===== src/rtl/mnps_pkg.sv =====
// Shared types and constants for the monophonic note priority stack.
package mnps_pkg;

   // Note and cell index widths (depth is at most 128 entries)
   localparam int unsigned NOTE_W     = 7;
   localparam int unsigned CELL_IDX_W = 7;

   // Request action codes
   localparam logic [1:0] ACT_NOTE_OFF = 2'd0;
   localparam logic [1:0] ACT_NOTE_ON  = 2'd1;
   localparam logic [1:0] ACT_CLEAR    = 2'd2;

   // Highest legal note number
   localparam logic [7:0] NOTE_MAX = 8'd127;

   // Priority modes
   localparam logic MODE_LAST = 1'b0;
   localparam logic MODE_LOW  = 1'b1;

   // Register indexes
   localparam logic REG_PRIORITY_MODE = 1'b0;

   // Control broadcast to every cell of the chain
   typedef struct packed {
      logic                  shift;
      logic                  wr_en;
      logic [CELL_IDX_W-1:0] wr_idx;
      logic [NOTE_W-1:0]     wr_data;
   } cell_ctl_type;

endpackage


===== src/rtl/mnps_cell.sv =====
// One entry of the held-note chain: loads from its upper neighbor or a direct write.
module mnps_cell
   import mnps_pkg::*;
#(
   parameter int unsigned CELL_INDEX = 0
) (
   input  logic              clock,
   input  cell_ctl_type      ctl,
   input  logic [NOTE_W-1:0] from_next,
   output logic [NOTE_W-1:0] note
);

   logic [NOTE_W-1:0] note_ff;
   logic [NOTE_W-1:0] note_in;
   logic              hit;

   assign hit = ctl.wr_en && (ctl.wr_idx == CELL_IDX_W'(CELL_INDEX));

   // Direct write wins over the shift toward the head
   always_comb begin
      if (hit) begin
         note_in = ctl.wr_data;
      end else if (ctl.shift) begin
         note_in = from_next;
      end else begin
         note_in = note_ff;
      end
   end

   always_ff @(posedge clock) begin
      note_ff <= note_in;
   end

   assign note = note_ff;

endmodule


===== src/rtl/mono_note_priority_stack.sv =====
// Monophonic note priority stack: held notes live in a chain of cells, oldest at cell 0.
// Each request passes through an accept cycle, then (when notes are held) one
// rotation step per held note through the cell chain (the head entry is compared, folded
// into the minimum trackers and written back at the tail unless it is the removed note),
// and an update cycle that appends a note-on and loads the result register. The request
// side is ready again as soon as the update cycle is done; a pending result is held in the
// output register, and the update cycle of the next request waits until that result has
// been transferred. The list needs no clearing after reset.
module mono_note_priority_stack
   import mnps_pkg::*;
#(
   parameter int unsigned STACK_DEPTH = 128
) (
   input  logic              clock,
   input  logic              reset,
   // request channel
   input  logic              req_valid,
   output logic              req_ready,
   input  logic [1:0]        req_action,
   input  logic [7:0]        req_note,
   // result channel
   output logic              rsp_valid,
   input  logic              rsp_ready,
   output logic [NOTE_W-1:0] rsp_previous_note,
   output logic              rsp_previous_valid,
   output logic [NOTE_W-1:0] rsp_active_note,
   output logic              rsp_active_valid,
   output logic              rsp_active_changed,
   output logic              rsp_legato,
   output logic              rsp_already_held,
   // configuration port
   input  logic              csr_psel,
   input  logic              csr_penable,
   input  logic              csr_pwrite,
   input  logic [2:0]        csr_paddr,
   input  logic [31:0]       csr_pwdata,
   output logic [31:0]       csr_prdata,
   output logic              csr_pready
);

   localparam int unsigned CNT_W = $clog2(STACK_DEPTH + 1);

   localparam logic [1:0] ST_IDLE = 2'd0;
   localparam logic [1:0] ST_SCAN = 2'd1;
   localparam logic [1:0] ST_POST = 2'd2;

   localparam logic [NOTE_W-1:0] MIN_INIT = NOTE_W'(NOTE_MAX);

   // ---------------------------------------------------------------- config
   logic priority_mode_ff;
   logic csr_wr;
   logic csr_index;

   assign csr_pready = 1'b1;
   assign csr_index  = csr_paddr[2];
   assign csr_wr     = csr_psel && csr_penable && csr_pwrite && csr_pready;

   always_ff @(posedge clock) begin
      if (reset) begin
         priority_mode_ff <= MODE_LAST;
      end else if (csr_wr && (csr_index == REG_PRIORITY_MODE)) begin
         priority_mode_ff <= csr_pwdata[0];
      end
   end

   assign csr_prdata = (csr_index == REG_PRIORITY_MODE) ? {31'd0, priority_mode_ff} : 32'd0;

   // ---------------------------------------------------------------- state
   logic [1:0]        state_ff, state_in;
   logic [CNT_W-1:0]  cnt_ff, cnt_in;
   logic [CNT_W-1:0]  n_ff;
   logic [CNT_W-1:0]  step_ff;
   logic [1:0]        action_ff;
   logic [7:0]        note_ff;
   logic              found_ff;
   logic [NOTE_W-1:0] min_all_ff, min_kept_ff, min_excl_ff;
   logic [NOTE_W-1:0] last_all_ff, last_kept_ff;

   logic [NOTE_W-1:0] rsp_prev_note_ff, rsp_act_note_ff;
   logic              rsp_prev_valid_ff, rsp_act_valid_ff, rsp_changed_ff;
   logic              rsp_legato_ff, rsp_already_ff, rsp_valid_ff;

   // ---------------------------------------------------------------- cell chain
   cell_ctl_type      ctl;
   logic [NOTE_W-1:0] cell_note [STACK_DEPTH];

   for (genvar gi = 0; gi < STACK_DEPTH; gi++) begin : g_cell
      logic [NOTE_W-1:0] from_next;
      if (gi == STACK_DEPTH - 1) begin : g_tail
         assign from_next = '0;
      end else begin : g_body
         assign from_next = cell_note[gi+1];
      end
      mnps_cell #(
         .CELL_INDEX (gi)
      ) u_cell (
         .clock     (clock),
         .ctl       (ctl),
         .from_next (from_next),
         .note      (cell_note[gi])
      );
   end

   // ---------------------------------------------------------------- decode
   logic              accept;
   logic              op_valid, on_valid, off_valid, is_clear;
   logic [NOTE_W-1:0] head;
   logic              scan_match;
   logic              scan_last;
   logic              post_go;
   logic [CNT_W-1:0]  kept;
   logic              kept_full;
   logic [CNT_W-1:0]  tail_pos;

   assign req_ready  = (state_ff == ST_IDLE);
   assign accept     = req_valid && req_ready;
   assign op_valid   = ((action_ff == ACT_NOTE_ON) || (action_ff == ACT_NOTE_OFF))
                       && (note_ff <= NOTE_MAX);
   assign on_valid   = op_valid && (action_ff == ACT_NOTE_ON);
   assign off_valid  = op_valid && (action_ff == ACT_NOTE_OFF);
   assign is_clear   = (action_ff == ACT_CLEAR);
   assign head       = cell_note[0];
   assign scan_match = op_valid && (head == note_ff[NOTE_W-1:0]);
   assign scan_last  = (step_ff == n_ff - CNT_W'(1));
   assign post_go    = !rsp_valid_ff || rsp_ready;
   assign kept       = n_ff - CNT_W'(found_ff);
   assign kept_full  = (kept == CNT_W'(STACK_DEPTH));
   assign tail_pos   = n_ff - CNT_W'(1) - CNT_W'(found_ff);

   // ---------------------------------------------------------------- chain control
   always_comb begin
      ctl = '0;
      if (state_ff == ST_SCAN) begin
         // rotate: head leaves, rest moves down, head goes back at the tail unless it matches
         ctl.shift   = 1'b1;
         ctl.wr_en   = !scan_match;
         ctl.wr_idx  = CELL_IDX_W'(tail_pos);
         ctl.wr_data = head;
      end else if ((state_ff == ST_POST) && post_go && on_valid) begin
         // append; a full list drops the oldest entry in the same cycle
         ctl.wr_en   = 1'b1;
         ctl.wr_data = note_ff[NOTE_W-1:0];
         if (kept_full) begin
            ctl.shift  = 1'b1;
            ctl.wr_idx = CELL_IDX_W'(STACK_DEPTH - 1);
         end else begin
            ctl.wr_idx = CELL_IDX_W'(kept);
         end
      end
   end

   // ---------------------------------------------------------------- result
   logic              prev_valid, new_valid;
   logic [NOTE_W-1:0] prev_note, new_note;
   logic [NOTE_W-1:0] on_min_base, on_min;

   assign on_min_base = kept_full ? min_excl_ff : min_kept_ff;
   assign on_min      = (note_ff[NOTE_W-1:0] < on_min_base) ? note_ff[NOTE_W-1:0]
                                                             : on_min_base;

   always_comb begin
      prev_valid = (n_ff != '0);
      prev_note  = '0;
      if (prev_valid) begin
         prev_note = (priority_mode_ff == MODE_LOW) ? min_all_ff : last_all_ff;
      end

      new_valid = prev_valid;
      new_note  = prev_note;
      cnt_in    = n_ff;
      if (is_clear) begin
         new_valid = 1'b0;
         new_note  = '0;
         cnt_in    = '0;
      end else if (on_valid) begin
         new_valid = 1'b1;
         new_note  = (priority_mode_ff == MODE_LOW) ? on_min : note_ff[NOTE_W-1:0];
         cnt_in    = kept_full ? kept : kept + CNT_W'(1);
      end else if (off_valid) begin
         new_valid = (kept != '0);
         new_note  = '0;
         if (new_valid) begin
            new_note = (priority_mode_ff == MODE_LOW) ? min_kept_ff : last_kept_ff;
         end
         cnt_in    = kept;
      end
   end

   // ---------------------------------------------------------------- sequencer
   always_comb begin
      state_in = state_ff;
      unique case (state_ff)
         ST_IDLE: begin
            if (accept) begin
               state_in = (cnt_ff == '0) ? ST_POST : ST_SCAN;
            end
         end
         ST_SCAN: begin
            if (scan_last) begin
               state_in = ST_POST;
            end
         end
         ST_POST: begin
            if (post_go) begin
               state_in = ST_IDLE;
            end
         end
         default: begin
            state_in = ST_IDLE;
         end
      endcase
   end

   always_ff @(posedge clock) begin
      if (reset) begin
         state_ff     <= ST_IDLE;
         cnt_ff       <= '0;
         rsp_valid_ff <= 1'b0;
      end else begin
         state_ff <= state_in;
         if ((state_ff == ST_POST) && post_go) begin
            cnt_ff       <= cnt_in;
            rsp_valid_ff <= 1'b1;
         end else if (rsp_ready) begin
            rsp_valid_ff <= 1'b0;
         end
      end
   end

   // Per-request working registers
   always_ff @(posedge clock) begin
      if (accept) begin
         action_ff    <= req_action;
         note_ff      <= req_note;
         n_ff         <= cnt_ff;
         step_ff      <= '0;
         found_ff     <= 1'b0;
         min_all_ff   <= MIN_INIT;
         min_kept_ff  <= MIN_INIT;
         min_excl_ff  <= MIN_INIT;
         last_all_ff  <= '0;
         last_kept_ff <= '0;
      end else if (state_ff == ST_SCAN) begin
         step_ff     <= step_ff + CNT_W'(1);
         last_all_ff <= head;
         if (head < min_all_ff) begin
            min_all_ff <= head;
         end
         if (scan_match) begin
            found_ff <= 1'b1;
         end else begin
            last_kept_ff <= head;
            if (head < min_kept_ff) begin
               min_kept_ff <= head;
            end
            if ((step_ff != '0) && (head < min_excl_ff)) begin
               min_excl_ff <= head;
            end
         end
      end
   end

   // Result register
   always_ff @(posedge clock) begin
      if ((state_ff == ST_POST) && post_go) begin
         rsp_prev_note_ff  <= prev_note;
         rsp_prev_valid_ff <= prev_valid;
         rsp_act_note_ff   <= new_note;
         rsp_act_valid_ff  <= new_valid;
         rsp_changed_ff    <= (prev_valid != new_valid) || (prev_valid && (prev_note != new_note));
         rsp_legato_ff     <= on_valid && prev_valid;
         rsp_already_ff    <= on_valid && found_ff;
      end
   end

   assign rsp_valid          = rsp_valid_ff;
   assign rsp_previous_note  = rsp_prev_note_ff;
   assign rsp_previous_valid = rsp_prev_valid_ff;
   assign rsp_active_note    = rsp_act_note_ff;
   assign rsp_active_valid   = rsp_act_valid_ff;
   assign rsp_active_changed = rsp_changed_ff;
   assign rsp_legato         = rsp_legato_ff;
   assign rsp_already_held   = rsp_already_ff;

   // ---------------------------------------------------------------- checks
   a_count_range: assert property (@(posedge clock) disable iff (reset)
      cnt_ff <= CNT_W'(STACK_DEPTH))
      else $error("held count exceeds stack depth");

   a_single_match: assert property (@(posedge clock) disable iff (reset)
      (state_ff == ST_SCAN && scan_match) |-> !found_ff)
      else $error("note found twice in held list");

   a_step_range: assert property (@(posedge clock) disable iff (reset)
      (state_ff == ST_SCAN) |-> (step_ff < n_ff))
      else $error("rotation ran past held count");

   a_rsp_count: assert property (@(posedge clock) disable iff (reset)
      rsp_valid_ff |-> (rsp_act_valid_ff == (cnt_ff != '0)))
      else $error("pending result disagrees with held count");

endmodule

===== config.mk =====
export PLATFORM = sky130hd
export DESIGN_NAME = mono_note_priority_stack
export DESIGN_NICKNAME = d
export VERILOG_FILES = /design/src/rtl/mnps_pkg.sv /design/src/rtl/mnps_cell.sv /design/src/rtl/mono_note_priority_stack.sv
export SDC_FILE = /design/constraint.sdc
export NUM_CORES = 2
export LEC_CHECK = 0
export BUFFER_PORTS_ARGS = -buffer_cell sky130_fd_sc_hd__buf_2
export CORE_MARGIN = 2
export CORE_UTILIZATION = 55
export DETAILED_ROUTE_END_ITERATION = 10
export PLACE_DENSITY = 0.71
export SYNTH_ARGS = -nofsm -noshare
export SYNTH_HDL_FRONTEND = slang
export SYNTH_HIERARCHICAL = 1
export SYNTH_SLANG_ARGS = --single-unit

===== constraint.sdc =====
create_clock -name clock -period 20.7 [get_ports clock]
set_clock_uncertainty 0.15 [all_clocks]
set_input_delay 4.14 -clock clock [delete_from_list [all_inputs] [get_ports clock]]
set_output_delay 4.14 -clock clock [all_outputs]
set_load 0.005 [all_outputs]

==> impl_metrics.py <==
metrics = {
    "worst_setup_path": {
        "crit_path_end_kind": "primary output",
        "critical_path_required_ns": 16.41,
        "cp.arrival_ns": 4.44,
        "criticalPathCategory": "in2out",
        "crit_slowest_cell": "buf_2",
        "cp.depth": 3,
        "critPathTopFamily": "buffers and inverters",
        "worstReg2RegStart": "n_ff[0]$_DFFE_PP_",
        "critical-path-max-stage-delay_ns": 0.11,
        "critPathBufInv": 2,
        "crit_top_cell": "buf_2",
        "critical_path.startpoint": "csr_paddr[2]",
        "r2r_cells": 15,
        "path_max_fanout": 2,
        "start_kind": "input pin",
        "cp_cell_sequence": "buf_2 -> nor2b_1 -> buf_2",
    },
    "clock_tree": {
        "clock-sinks": 989,
        "clockBufferDepth": 3,
        "cts-resized-gates": 0,
        "cts-root-buf": "clkbuf_16",
        "worstSkewPairLatency_ns": 0.67,
        "cts_setup_buffers": 0,
        "cts_hold_buf": 0,
        "htreeDepth": 3,
        "cts_tree": "yes",
        "cts_buffers": 100,
        "cts.clk_slew.worst_paths_ns": 0.06,
    },
    "cells_and_area": {
        "final_common_cell": "edfxtp_1",
        "syn_to_final_growth_pct": 10.0,
        "fin_nets": 3232,
        "finalCoreUtilization_pct": 60.8,
        "fillers": 6591,
        "drive_gt1_share_pct": 44.1,
        "fin_area_um2": 55600,
        "final_cell_mix": "edfxtp_1, mux2_2, mux2_4",
    },
    "timing": {
        "fin_ws_ns": 11.97,
        "hold_violations": 0,
        "fin_crit_ns": 8.73,
        "fmax_mhz": 115,
        "rsz0062_at_grt": "false",
        "finalSetupViolations": 0,
        "relSlewSlack_pct": 12.4,
        "finalMaxSlewViolations": 0,
        "worst_pin_slew_ns": 1.31,
        "setup_tns_ns": 0,
        "period_share_pct": 42.2,
    },
    "floorplanning": {
        "die_h_um": 307,
        "die_w_um": 307,
        "dieArea_um2": 94300,
        "io_pins": 106,
        "rows": 111,
        "start_util_pct": 55.3,
        "core_area_um2": 91400,
    },
    "grt": {
        "grt_pass1_vias": 28300,
        "grt_antenna_before_repair": 1,
        "grt_usage_pct": 21.5,
        "grt_max_degree": 129,
        "grt_pass1_wl_mm": 161,
        "grt_overflow": 0,
    },
    "hold_path": {
        "whs_path_depth": 2,
        "hp-class": "reg2reg",
        "min_from": "last_all_ff[4]$_SDFFE_PP0P_",
    },
    "synthesis": {
        "synth_top_area_cell": "edfxtp_1",
        "ys_top_cells_by_area": "edfxtp_1, mux2_2, mux2_4",
        "synth-edff-count": 933,
        "synthCells": 3003,
        "ys.flop_type": "edfxtp_1",
        "yosys_warnings": 6,
        "yosysUniqueCellTypes": 92,
        "synthArstFlopShare_pct": 0,
        "ys_ff_latch": 989,
        "synthesis.area_um2": 50500,
        "synth_top_area_share_pct": 55.5,
        "ys_seq_area_share_pct": 57.7,
        "avgSynthCellArea_um2": 16.8,
    },
    "route": {
        "vias_per_cell": 6.06,
        "routed_wl_mm": 102,
        "wl_per_cell_um": 23.1,
        "drtAntennaViolNets": 0,
        "firstDrtPassIters": 5,
        "vias": 26700,
        "drc_errors": 0,
        "drt-initial-drc-count": 2175,
    },
    "place": {
        "gp_congestion": 0.868,
        "post_dp_cell_area_um2": 52400,
        "dp_slack_ns": 11.44,
        "dp_hpwl_mm": 57.6,
        "port_buffers": 40,
    },
    "outcome": {
        "status": "finished clean",
    },
    "power": {
        "ir_worst_vdd_mv": 0.0640,
        "finalPower_w": 0.00608,
        "p_leak_nw": 22.1,
        "p_per_area_nw_per_um2": 109,
    },
    "run": {
        "max_cap_viol_count": 0,
    },
}
layer usage:
metal,routed length (um),track usage [%],up-vias
li1,-,-,12100
met1,44600,28.6,13800
met2,50600,37.0,634
met3,4630,3.09,139
met4,2030,6.07,0
met5,0,0,-
Yosys cell counts, types with 6 or more instances:
cell,n
nand4bb_4,6
xnor2_1,26
clkbuf_1,27
a22oi_1,8
nand4b_4,31
o21ai_0,21
or2b_1,93
nor2_1,83
dfxtp_1,56
nand2_2,15
or2_2,37
ha_1,34
and4bb_2,30
buf_4,34
nor4_1,10
or3_1,6
edfxtp_1,933
a211oi_1,9
and4bb_1,30
nand4_4,54
mux2_2,682
nand2b_1,8
xor2_1,16
and4b_1,8
nor4_4,11
and2b_1,20
mux2i_1,35
a21o_1,17
nand4_1,19
mux2_1,24
nand2_4,12
nand4_2,23
nand2_1,87
nor4b_2,13
o211ai_1,7
mux2_4,194
nor2b_1,26
nor2_8,23
nor4b_4,32
nor3_1,14
a21oi_1,41
inv_1,38
flip-flops by register name (all words and copies together), names as in the netlist:
name,count
g_cell.u_cell/note,896
cnt_ff,8
n_ff,8
note_ff,8
step_ff,8
last_all_ff,7
last_kept_ff,7
min_all_ff,7
min_excl_ff,7
min_kept_ff,7
rsp_active_note,7
rsp_previous_note,7
action_ff,2
state_ff,2
found_ff,1
priority_mode_ff,1
rsp_active_changed,1
rsp_active_valid,1
rsp_already_held,1
rsp_legato,1
rsp_previous_valid,1
rsp_valid,1
per-stage QoR:
| step | std cells | hold slack [ns] |
|---|---|---|
| 2_1_floorplan | 3040 | 0.281 |
| 3_3_place_gp | 4230 | 0.291 |
| 3_5_place_dp | 4230 | 0.298 |
| 4_1_cts | 4412 | 0.306 |
| 5_1_grt | 4412 | 0.323 |
| 6_report | 4413 | 0.306 |
worst register-to-register path, delay by kind of cell, from the launching register on:
family / cells / cell delay, ns
simple gates: 7 / 2.69
buf+inv: 4 / 2.47
flops: 1 / 0.51
fa+ha+maj: 2 / 0.48
xor+xnor: 1 / 0.21
compound gates: 1 / 0.17
layout make-up:
class | count | area (um2) | share of cell area, %
Sequential cell | 989 | 29100 | 52.4
Inverter | 38 | 143 | 0.257
Tap cell | 1186 | 1480 | 2.67
Multi-Input combinational cell | 1944 | 21100 | 38.0
Clock inverter | 55 | 517 | 0.930
Clock buffer | 127 | 2670 | 4.80
Antenna cell | 1 | 2.50 | 0.00450
Timing Repair Buffer | 73 | 510 | 0.919
cells by family after synthesis:
group	share of synthesized area, %
adders and majority gates	0.842
xor gates and xnor gates	0.837
muxes	22.2
DFF	57.7
AOI/OAI and AO/OA	2.09
and+or+nand+nor	15.2
buffers and inverters	1.11
other	0.0149
power breakdown:
group	internal, W	total, W	switching, W
Combinational	0.000515	0.00151	0.000994
Sequential	0.00267	0.00281	0.000136
Clock	0.00102	0.00177	0.000745
path summary, 6_finish.rpt:
| check | endpoint | slack, ns |
|---|---|---|
| max | csr_prdata[0] | 11.97 |
| min | last_all_ff[4]$_SDFFE_PP0P_ | 0.31 |
| max reg2reg | g_cell[88].u_cell/note[1]$_DFFE_PP_ | 13.70 |
| min reg2reg | last_all_ff[4]$_SDFFE_PP0P_ | 0.31 |
(Power assumes the default switching activity.)
